<file path="config.mk">
export PLATFORM = sky130hd
export DESIGN_NAME = winner_tree_kway_merge_top_flat
export DESIGN_NICKNAME = d
export VERILOG_FILES = /design/src/sv/wtkm_pkg.sv /design/src/sv/wtkm_if.sv /design/src/sv/wtkm_datapath.sv /design/src/sv/wtkm_ctrl.sv /design/src/sv/winner_tree_kway_merge_top.sv /design/src/flat_wrapper.sv
export SDC_FILE = /design/constraint.sdc
export NUM_CORES = 1
export LEC_CHECK = 0
export ABC_AREA = 1
export BUFFER_PORTS_ARGS = -buffer_cell sky130_fd_sc_hd__buf_2
export CORE_ASPECT_RATIO = 1.5
export CORE_MARGIN = 5
export CORE_UTILIZATION = 40
export DETAILED_ROUTE_END_ITERATION = 10
export GPL_ROUTABILITY_DRIVEN = 0
export SLEW_MARGIN = 25
export SYNTH_ARGS = -nofsm -noshare
export SYNTH_HDL_FRONTEND = slang
export SYNTH_SLANG_ARGS = --single-unit
</file>
<file path="constraint.sdc">
create_clock -name clk -period 4.5 [get_ports clk]
set_clock_uncertainty 0.05 [all_clocks]
set_input_delay 0.225 -clock clk [delete_from_list [all_inputs] [get_ports clk]]
set_output_delay 0.225 -clock clk [all_outputs]
set_load 0.1 [all_outputs]
</file>
<file path="src/sv/wtkm_pkg.sv">
// ----------------------------------------------------------------------------
// wtkm_pkg
// Shared constants, types and controller/datapath handshake structs for the
// winner tree k-way merge block.
// ----------------------------------------------------------------------------
package wtkm_pkg;

	// Leaf count of the tree; must be a power of two.
	localparam int MAX_SOURCES = 16;
	localparam int KEY_BITS    = 32;

	localparam int SRC_W   = $clog2(MAX_SOURCES);
	localparam int POS_W   = $clog2(2 * MAX_SOURCES);
	localparam int CNT_W   = $clog2(MAX_SOURCES + 1);
	localparam int NUM_W   = 5;
	localparam int NUM_RESET = 16;

	typedef logic [SRC_W-1:0]           src_t;
	typedef logic signed [KEY_BITS-1:0] key_t;
	typedef logic [POS_W-1:0]           pos_t;
	typedef logic [CNT_W-1:0]           cnt_t;
	typedef logic [NUM_W-1:0]           num_t;

	// One tree value: a source index with its key, or none.
	typedef struct packed {
		logic valid;
		src_t src;
		key_t key;
	} node_t;

	typedef struct packed {
		logic start;   // capture accepted item, load leaf value
		logic step;    // move one level toward the root
		logic finish;  // load output register from the root
	} cmd_t;

	typedef struct packed {
		logic in_range;     // offered item addresses a configured source
		logic last_step;    // next step writes the root
		logic want_result;  // current item produces a result
	} status_t;

endpackage

</file>
<file path="src/sv/wtkm_if.sv">
// ----------------------------------------------------------------------------
// wtkm_if
// Valid/ready channel interfaces: sorted input, merged result, config write.
// ----------------------------------------------------------------------------
interface wtkm_in_if;
	import wtkm_pkg::*;
	logic valid;
	logic ready;
	src_t source_index;
	key_t head_key;
	logic exhausted;
	modport source (output valid, source_index, head_key, exhausted, input ready);
	modport sink   (input valid, source_index, head_key, exhausted, output ready);
endinterface

interface wtkm_out_if;
	import wtkm_pkg::*;
	logic valid;
	logic ready;
	src_t winner_source;
	key_t winner_key;
	logic done_res;
	modport source (output valid, winner_source, winner_key, done_res, input ready);
	modport sink   (input valid, winner_source, winner_key, done_res, output ready);
endinterface

interface wtkm_cfg_if;
	import wtkm_pkg::*;
	logic valid;
	logic ready;
	num_t data;
	modport source (output valid, data, input ready);
	modport sink   (input valid, data, output ready);
endinterface

</file>
<file path="src/sv/wtkm_datapath.sv">
// ----------------------------------------------------------------------------
// wtkm_datapath
// Head keys, active flags, tree nodes and the leaf-to-root walk unit.
// ----------------------------------------------------------------------------
module wtkm_datapath (
	input  logic             clk,
	input  logic             arst_n,
	input  wtkm_pkg::cmd_t   cmd,
	output wtkm_pkg::status_t status,
	input  wtkm_pkg::src_t   in_source_index,
	input  wtkm_pkg::key_t   in_head_key,
	input  logic             in_exhausted,
	input  logic             cfg_we,
	input  wtkm_pkg::num_t   cfg_data,
	output wtkm_pkg::src_t   res_source,
	output wtkm_pkg::key_t   res_key,
	output logic             res_done
);
	import wtkm_pkg::*;

	num_t  num_q;
	cnt_t  eff;
	cnt_t  loaded_q;
	logic  merging_q;

	logic [MAX_SOURCES-1:0] active_q;
	key_t                   head_key_q [MAX_SOURCES];
	logic [MAX_SOURCES-1:0] node_valid_q;
	src_t                   node_src_q [MAX_SOURCES];
	key_t                   node_key_q [MAX_SOURCES];

	pos_t  pos_q;
	node_t path_q;

	pos_t  sib_pos;
	src_t  sib_idx;
	src_t  parent_idx;
	node_t sib;
	node_t left_n;
	node_t right_n;
	node_t win;
	logic  clear;

	// Zero acts as one, anything past the leaf count saturates.
	always_comb begin
		if (num_q == '0) begin
			eff = cnt_t'(1);
		end else if (int'(num_q) > MAX_SOURCES) begin
			eff = cnt_t'(MAX_SOURCES);
		end else begin
			eff = cnt_t'(num_q);
		end
	end

	assign status.in_range    = int'(in_source_index) < int'(eff);
	assign status.last_step   = (pos_q[POS_W-1:1] == src_t'(1));
	assign status.want_result = merging_q || (loaded_q >= eff);

	// Sibling on the current level: a leaf at the bottom, a stored node above.
	assign sib_pos    = pos_q ^ pos_t'(1);
	assign sib_idx    = sib_pos[SRC_W-1:0];
	assign parent_idx = pos_q[POS_W-1:1];

	always_comb begin
		if (pos_q[POS_W-1]) begin
			sib.valid = active_q[sib_idx];
			sib.src   = sib_idx;
			sib.key   = head_key_q[sib_idx];
		end else begin
			sib.valid = node_valid_q[sib_idx];
			sib.src   = node_src_q[sib_idx];
			sib.key   = node_key_q[sib_idx];
		end
	end

	// Ties go to the left child.
	always_comb begin
		if (pos_q[0]) begin
			left_n  = sib;
			right_n = path_q;
		end else begin
			left_n  = path_q;
			right_n = sib;
		end
		priority if (!left_n.valid) begin
			win = right_n;
		end else if (!right_n.valid) begin
			win = left_n;
		end else if ($signed(left_n.key) <= $signed(right_n.key)) begin
			win = left_n;
		end else begin
			win = right_n;
		end
	end

	// Drop the pass on a config write or when the merge runs dry.
	assign clear = cfg_we || (cmd.finish && !path_q.valid);

	always_ff @(posedge clk or negedge arst_n) begin
		if (!arst_n) begin
			num_q        <= num_t'(NUM_RESET);
			loaded_q     <= '0;
			merging_q    <= 1'b0;
			active_q     <= '0;
			node_valid_q <= '0;
		end else begin
			if (cfg_we) begin
				num_q <= cfg_data;
			end
			if (clear) begin
				loaded_q     <= '0;
				merging_q    <= 1'b0;
				active_q     <= '0;
				node_valid_q <= '0;
			end else begin
				if (cmd.start && status.in_range) begin
					active_q[in_source_index] <= !in_exhausted;
					if (!merging_q) begin
						loaded_q <= loaded_q + cnt_t'(1);
					end
				end
				if (cmd.step) begin
					node_valid_q[parent_idx] <= win.valid;
				end
				if (cmd.finish) begin
					merging_q <= 1'b1;
				end
			end
		end
	end

	always_ff @(posedge clk) begin
		if (cmd.start && status.in_range) begin
			if (!in_exhausted) begin
				head_key_q[in_source_index] <= in_head_key;
			end
			pos_q        <= pos_t'(MAX_SOURCES) + pos_t'(in_source_index);
			path_q.valid <= !in_exhausted;
			path_q.src   <= in_source_index;
			path_q.key   <= in_head_key;
		end else if (cmd.step) begin
			node_src_q[parent_idx] <= win.src;
			node_key_q[parent_idx] <= win.key;
			pos_q                  <= pos_t'(parent_idx);
			path_q                 <= win;
		end
		if (cmd.finish) begin
			if (path_q.valid) begin
				res_source <= path_q.src;
				res_key    <= path_q.key;
				res_done   <= 1'b0;
			end else begin
				res_source <= '0;
				res_key    <= '0;
				res_done   <= 1'b1;
			end
		end
	end

endmodule

</file>
<file path="src/sv/wtkm_ctrl.sv">
// ----------------------------------------------------------------------------
// wtkm_ctrl
// Sequencer: accept an item, walk the tree one level per cycle, emit.
// ----------------------------------------------------------------------------
module wtkm_ctrl (
	input  logic              clk,
	input  logic              arst_n,
	input  logic              in_valid,
	output logic              in_ready,
	output logic              out_valid,
	input  logic              out_ready,
	output wtkm_pkg::cmd_t    cmd,
	input  wtkm_pkg::status_t status
);
	import wtkm_pkg::*;

	typedef enum logic [1:0] {
		ST_IDLE,
		ST_WALK,
		ST_EMIT
	} state_t;

	state_t state_q;
	logic   in_ready_q;
	logic   out_valid_q;
	logic   out_free;

	assign in_ready  = in_ready_q;
	assign out_valid = out_valid_q;
	assign out_free  = !out_valid_q || out_ready;

	assign cmd.start  = in_ready_q && in_valid;
	assign cmd.step   = (state_q == ST_WALK);
	assign cmd.finish = (state_q == ST_EMIT) && status.want_result && out_free;

	always_ff @(posedge clk or negedge arst_n) begin
		if (!arst_n) begin
			state_q     <= ST_IDLE;
			in_ready_q  <= 1'b1;
			out_valid_q <= 1'b0;
		end else begin
			// Load a new result at finish, else hold until it is taken.
			out_valid_q <= cmd.finish || (out_valid_q && !out_ready);
			unique case (state_q)
				ST_IDLE: begin
					if (cmd.start && status.in_range) begin
						state_q    <= ST_WALK;
						in_ready_q <= 1'b0;
					end
				end
				ST_WALK: begin
					if (status.last_step) begin
						state_q <= ST_EMIT;
					end
				end
				ST_EMIT: begin
					if (!status.want_result) begin
						state_q    <= ST_IDLE;
						in_ready_q <= 1'b1;
					end else if (out_free) begin
						state_q     <= ST_IDLE;
						in_ready_q  <= 1'b1;
					end
				end
				default: begin
					state_q <= ST_IDLE;
				end
			endcase
		end
	end

endmodule

</file>
<file path="src/sv/winner_tree_kway_merge_top.sv">
// ----------------------------------------------------------------------------
// winner_tree_kway_merge_top
// K-way merge of sorted sources through a winner tree with a sequencer and
// a shared one-compare-per-level walk unit.
// ----------------------------------------------------------------------------
//
//  channel     dir  fields                                    transfer when
//  sorted_in   in   source_index, head_key, exhausted         valid && ready
//  merged_out  out  winner_source, winner_key, done_res       valid && ready
//  cfg         in   data (num_sources)                        valid && ready
//
//  An accepted item passes through the accept, one compare per tree level
//  (log2 MAX_SOURCES = 4 on the single walk unit) and an emit that may load
//  the output register. An item addressing an unconfigured source is dropped
//  in its accept cycle. Reset clears the active flags and node valid bits at
//  once; no clearing pass. A stalled result holds in the output register and
//  the next item is accepted meanwhile; it waits only in its emit cycle.
//
module winner_tree_kway_merge_top (
	input  logic  clk,
	input  logic  arst_n,
	wtkm_in_if.sink    sorted_in,
	wtkm_out_if.source merged_out,
	wtkm_cfg_if.sink   cfg
);
	import wtkm_pkg::*;

	cmd_t    cmd;
	status_t status;

	// Config is taken any time; the user must write it only while the block is idle, which the block does not enforce.
	assign cfg.ready = 1'b1;

	wtkm_ctrl u_ctrl (
		.clk       (clk),
		.arst_n    (arst_n),
		.in_valid  (sorted_in.valid),
		.in_ready  (sorted_in.ready),
		.out_valid (merged_out.valid),
		.out_ready (merged_out.ready),
		.cmd       (cmd),
		.status    (status)
	);

	// Every leaf write walks its path at once, so the tree is always current
	// and the build at the end of loading is just the last walk.
	wtkm_datapath u_dp (
		.clk             (clk),
		.arst_n          (arst_n),
		.cmd             (cmd),
		.status          (status),
		.in_source_index (sorted_in.source_index),
		.in_head_key     (sorted_in.head_key),
		.in_exhausted    (sorted_in.exhausted),
		.cfg_we          (cfg.valid),
		.cfg_data        (cfg.data),
		.res_source      (merged_out.winner_source),
		.res_key         (merged_out.winner_key),
		.res_done        (merged_out.done_res)
	);

endmodule

</file>
<file path="src/flat_wrapper.sv">
// flat-port wrapper written by rule: the top's interface ports become plain ports
module winner_tree_kway_merge_top_flat import wtkm_pkg::*;
  (clk, arst_n, sorted_in_valid, sorted_in_source_index, sorted_in_head_key, sorted_in_exhausted, sorted_in_ready, merged_out_valid, merged_out_winner_source, merged_out_winner_key, merged_out_done_res, merged_out_ready, cfg_valid, cfg_data, cfg_ready);
  wtkm_in_if sorted_in_i ();
  wtkm_out_if merged_out_i ();
  wtkm_cfg_if cfg_i ();
  input  logic clk;
  input  logic arst_n;
  input wire logic [$bits(sorted_in_i.valid)-1:0] sorted_in_valid;
  input wire logic [$bits(sorted_in_i.source_index)-1:0] sorted_in_source_index;
  input wire logic [$bits(sorted_in_i.head_key)-1:0] sorted_in_head_key;
  input wire logic [$bits(sorted_in_i.exhausted)-1:0] sorted_in_exhausted;
  output wire logic [$bits(sorted_in_i.ready)-1:0] sorted_in_ready;
  output wire logic [$bits(merged_out_i.valid)-1:0] merged_out_valid;
  output wire logic [$bits(merged_out_i.winner_source)-1:0] merged_out_winner_source;
  output wire logic [$bits(merged_out_i.winner_key)-1:0] merged_out_winner_key;
  output wire logic [$bits(merged_out_i.done_res)-1:0] merged_out_done_res;
  input wire logic [$bits(merged_out_i.ready)-1:0] merged_out_ready;
  input wire logic [$bits(cfg_i.valid)-1:0] cfg_valid;
  input wire logic [$bits(cfg_i.data)-1:0] cfg_data;
  output wire logic [$bits(cfg_i.ready)-1:0] cfg_ready;
  assign sorted_in_i.valid = sorted_in_valid;
  assign sorted_in_i.source_index = sorted_in_source_index;
  assign sorted_in_i.head_key = sorted_in_head_key;
  assign sorted_in_i.exhausted = sorted_in_exhausted;
  assign sorted_in_ready = sorted_in_i.ready;
  assign merged_out_valid = merged_out_i.valid;
  assign merged_out_winner_source = merged_out_i.winner_source;
  assign merged_out_winner_key = merged_out_i.winner_key;
  assign merged_out_done_res = merged_out_i.done_res;
  assign merged_out_i.ready = merged_out_ready;
  assign cfg_i.valid = cfg_valid;
  assign cfg_i.data = cfg_data;
  assign cfg_ready = cfg_i.ready;
  winner_tree_kway_merge_top u_core (.clk(clk), .arst_n(arst_n), .sorted_in(sorted_in_i), .merged_out(merged_out_i), .cfg(cfg_i));
endmodule
</file>
==> metrics.cfg <==
[outcome]
outcome = finished with violations
violations = negative setup slack

[global_route]
grt_pass1_wl_mm = 224
grt.busiest_layer = met2
grt_pass1_vias = 34471
grt_max_degree = 92
grt_use_total_pct = 22.2
grtUsageMet1_pct = 28.9
use_met2_pct = 38.8
antenna_found_initial = 4
met3_usage_pct = 2.59
overflow = 0

[critical_path]
critPathLaunchType = register
worstPathMaxFanout = 37
cp_data_arrival_time_ps = 4980
r2r-start = u_core.u_dp.pos_q[0]
cp.required_ps = 4920
critical_path_class = reg2reg
cp-end-kind = register
cp-startpoint = u_core.u_dp.pos_q[0]

[sta]
setup_viol = 15
max-slew-margin-rel_pct = 32.7
fmax_mhz = 220
worst_slew_pin_slew_ps = 998
final_max_slew_viol_count = 0
rsz0062_at_grt = true
finalCritPeriodShare_pct = 101
tns_ps = -387
fin_ws_ps = -55.3
finalHoldViolations = 0
finalCriticalPeriod_ps = 4560

[cells_and_area]
syn_to_final_growth_pct = 21.2
final_nets = 5005
design_area_sq_um = 62100
fin_util_pct = 48.6
drive_gt1_share_pct = 20.7

[routing]
drt-initial-drc-count = 3651
avgRoutedWirePerCell_um = 23.3
vias_per_cell = 5.36
vias = 36082
ant_nets = 0
route.detailed.drc = 0
wirelength_mm = 157
drt_first_pass_iters = 6

[yosys]
synthCells = 4516
synthTopCellsByCount = 1167 x edfxtp_1, 1082 x nor2_1, 575 x nand2_1, 495 x o21ai_0, 199 x inv_1
synth-seq-area-share_pct = 70.7
yosys_warnings = 0
yosysTopAreaCellShare_pct = 68.4
synthDistinctLibCells = 36
synth-edff-count = 1167
synth.largest_area_cell = edfxtp_1
async_flop_share_pct = 3.87
yosysMostFrequentCell = edfxtp_1
synth_seq_cells = 1214
synth_area_per_cell_sq_um = 11.3
mappedNetlistNets = 4604
syn_area_sq_um = 51200
yosys-top-cells-area = edfxtp_1 68%, nor2_1 7.9%, o21ai_0 4.8%
synth_ff_type = edfxtp_1

[placement]
port_buffers = 85
postPlaceCellArea_sq_um = 56400
pre_cts_slack_ps = -373
dpl.hpwl_mm = 93.5

[clock_tree]
worstSkewPairLatency_ps = 740
cts_root_buffer = clkbuf_16
cts_sinks = 1214
clk_path_buf_depth = 3
cts_tree = done
cts_made_buffers = 110
htree_levels = 3
clk_pin_slew_worst_paths_ps = 70

[floorplanning]
ios = 87
coreArea_sq_um = 128000
dieArea_sq_um = 136000
die_h_um = 448
start_util_pct = 40.1
num_rows = 161
die_w_um = 302

[pwr]
p_per_area_nw_per_um2 = 359
p_switching_mw = 4.48
swShare_pct = 20.1
total_power_mw = 22.3
power_frac_comb_pct = 0.9
seq_power_share_pct = 55.0
ir_drop_uv = 355
power_leakage_nw = 24.1
p_clk_share_pct = 44.1
intPower_mw = 17.8

[run]
cap_violations = 0

[worst_hold_path]
hp-class = in2async

==> placed cells by master (no fill, tap or decap), types with 7 or more instances in the layout <==
cell           synthesis  routed
edfxtp_1            1167    1167
nor2_1              1082    1000
nand2_1              575     545
o21ai_0              495     481
buf_4                 12     287
inv_1                199     177
o21ai_1              168     144
o211ai_1             133     133
or2_2                131     131
clkbuf_16              0     120
nand3_1               97      86
buf_2                 81      85
buf_12                 0      68
nor2_2                 3      56
dlygate4sd3_1          0      55
dfrtp_1               45      45
a21oi_1               48      44
o21ai_2                1      38
and2_4                 0      38
ha_1                  41      32
nor2_4                 2      31
inv_2                  6      26
nand2_2                1      25
nand4_1               21      21
clkinv_1               3      18
clkinvlp_4             0      17
clkbuf_1             125      17
buf_6                  7      17
bufinv_16              0      15
clkinv_2               0      13
nand3_2                0      10
ha_4                   0       8
clkinv_4               0       7
==> power groups by stage <==
stage | registers, mW | logic, mW | clock network [mW]
after detailed placement | 12.5 | 0.162 | 0
after CTS | 12.3 | 0.203 | 9.97
after global routing | 12.3 | 0.226 | 10.4
after global placement | 12.5 | 0.157 | 0
after floorplan | 12.5 | 0.0452 | 0
final | 12.3 | 0.204 | 9.84
==> metal layers <==
| layer | share of wire (%) | vias to the layer above |
|---|---|---|
| li1 | - | 16467 |
| met1 | 40 | 17914 |
| met2 | 50 | 1427 |
| met3 | 6.6 | 274 |
| met4 | 3.5 | 0 |
| met5 | 0 | - |
==> timing repair <==
item / in CTS / in global routing
hold endpoints to repair: 606 / 0
setup endpoints to repair: 611 / 612
cloned: 1 / 18
gates resized for setup: 53 / 250
pin swaps: 1 / 63
hold buffers: 55 / 0
setup buffers: 3 / 17
==> logic make-up after synthesis <==
family	count (synthesis)	share of synthesized area, %
AO/OA/AOI/OAI	856	9.09
adder cells (fa/ha/maj)	41	1.00
buffers and inverters	456	3.73
flip-flops	1214	70.7
other	1	0.00732
AND/OR/NAND/NOR	1948	15.5
==> worst paths after layout <==
| path | end | slack, ps | cells after the start |
|---|---|---|---|
| max reg2reg | u_core.u_dp.path_q[14] | -60 | 27 |
| min reg2reg | u_core.u_dp.merging_q | 460 | 2 |
| min | u_core.u_dp.num_q[1] | 90 | 3 |
| max in group asynchronous | u_core.u_dp.node_valid_q[7] | 3860 | 3 |
| min in group clk | u_core.u_dp.merging_q | 90 | 5 |
| max | u_core.u_dp.path_q[14] | -60 | 27 |
==> area by class of cell <==
| type | instances | area, sq um |
|---|---|---|
| diodes | 5 | 12.5 |
| clock buffers | 132 | 2900 |
| clock inverters | 77 | 873 |
| fillers | 11196 | 65800 |
| inverters | 208 | 801 |
| multi-input cells | 2854 | 14100 |
| flip-flops and latches | 1214 | 36200 |
| well taps | 1711 | 2140 |
| repair buffers | 529 | 5100 |
==> metrics by stage <==
stage	hold slack, ps	std cells
floorplan	-121	4516
global placement	328	6424
CTS	42.4	6692
detailed placement	329	6424
global route	146	6728
finish	89.7	6730
==> critical path, stage by stage, from the launching register on <==
cell,delay (ps)
edfxtp_1,520
buf_12,220
buf_12,130
buf_12,160
or2_2,300
o211ai_1,110
nand2_1,110
nor2_2,120
nor2_1,60
nor2_1,110
nand2_1,90
o21ai_2,160
inv_1,60
ha_1,310
nand2_2,80
nor2_4,120
nand4_1,150
nor2_2,180
buf_4,150
nand2_1,50
o21ai_1,90
a21oi_2,80
nand2_8,140
buf_12,170
nand3_1,130
buf_4,180
nand3_1,150
nand2_1,80
==> sequential cells by signal (all words and copies together), names as in the netlist <==
| register | flops |
|---|---|
| u_core.u_dp.res_key | 32 |
| u_core.u_dp.num_q | 5 |
| u_core.u_dp.active_q | 16 |
| u_core.u_dp.res_done | 1 |
| u_core.u_dp.merging_q | 1 |
| u_core.u_ctrl.state_q | 2 |
| u_core.u_dp.node_valid_q | 16 |
| u_core.u_dp.loaded_q | 5 |
| u_core.u_dp.path_q | 37 |
| u_core.u_dp.pos_q | 5 |
| u_core.u_ctrl.in_ready | 1 |
| u_core.u_dp.head_key_q | 512 |
| u_core.u_dp.node_src_q | 64 |
| u_core.u_dp.res_source | 4 |
| u_core.u_ctrl.out_valid | 1 |
| u_core.u_dp.node_key_q | 512 |
Power figures use the tool's default switching activity.
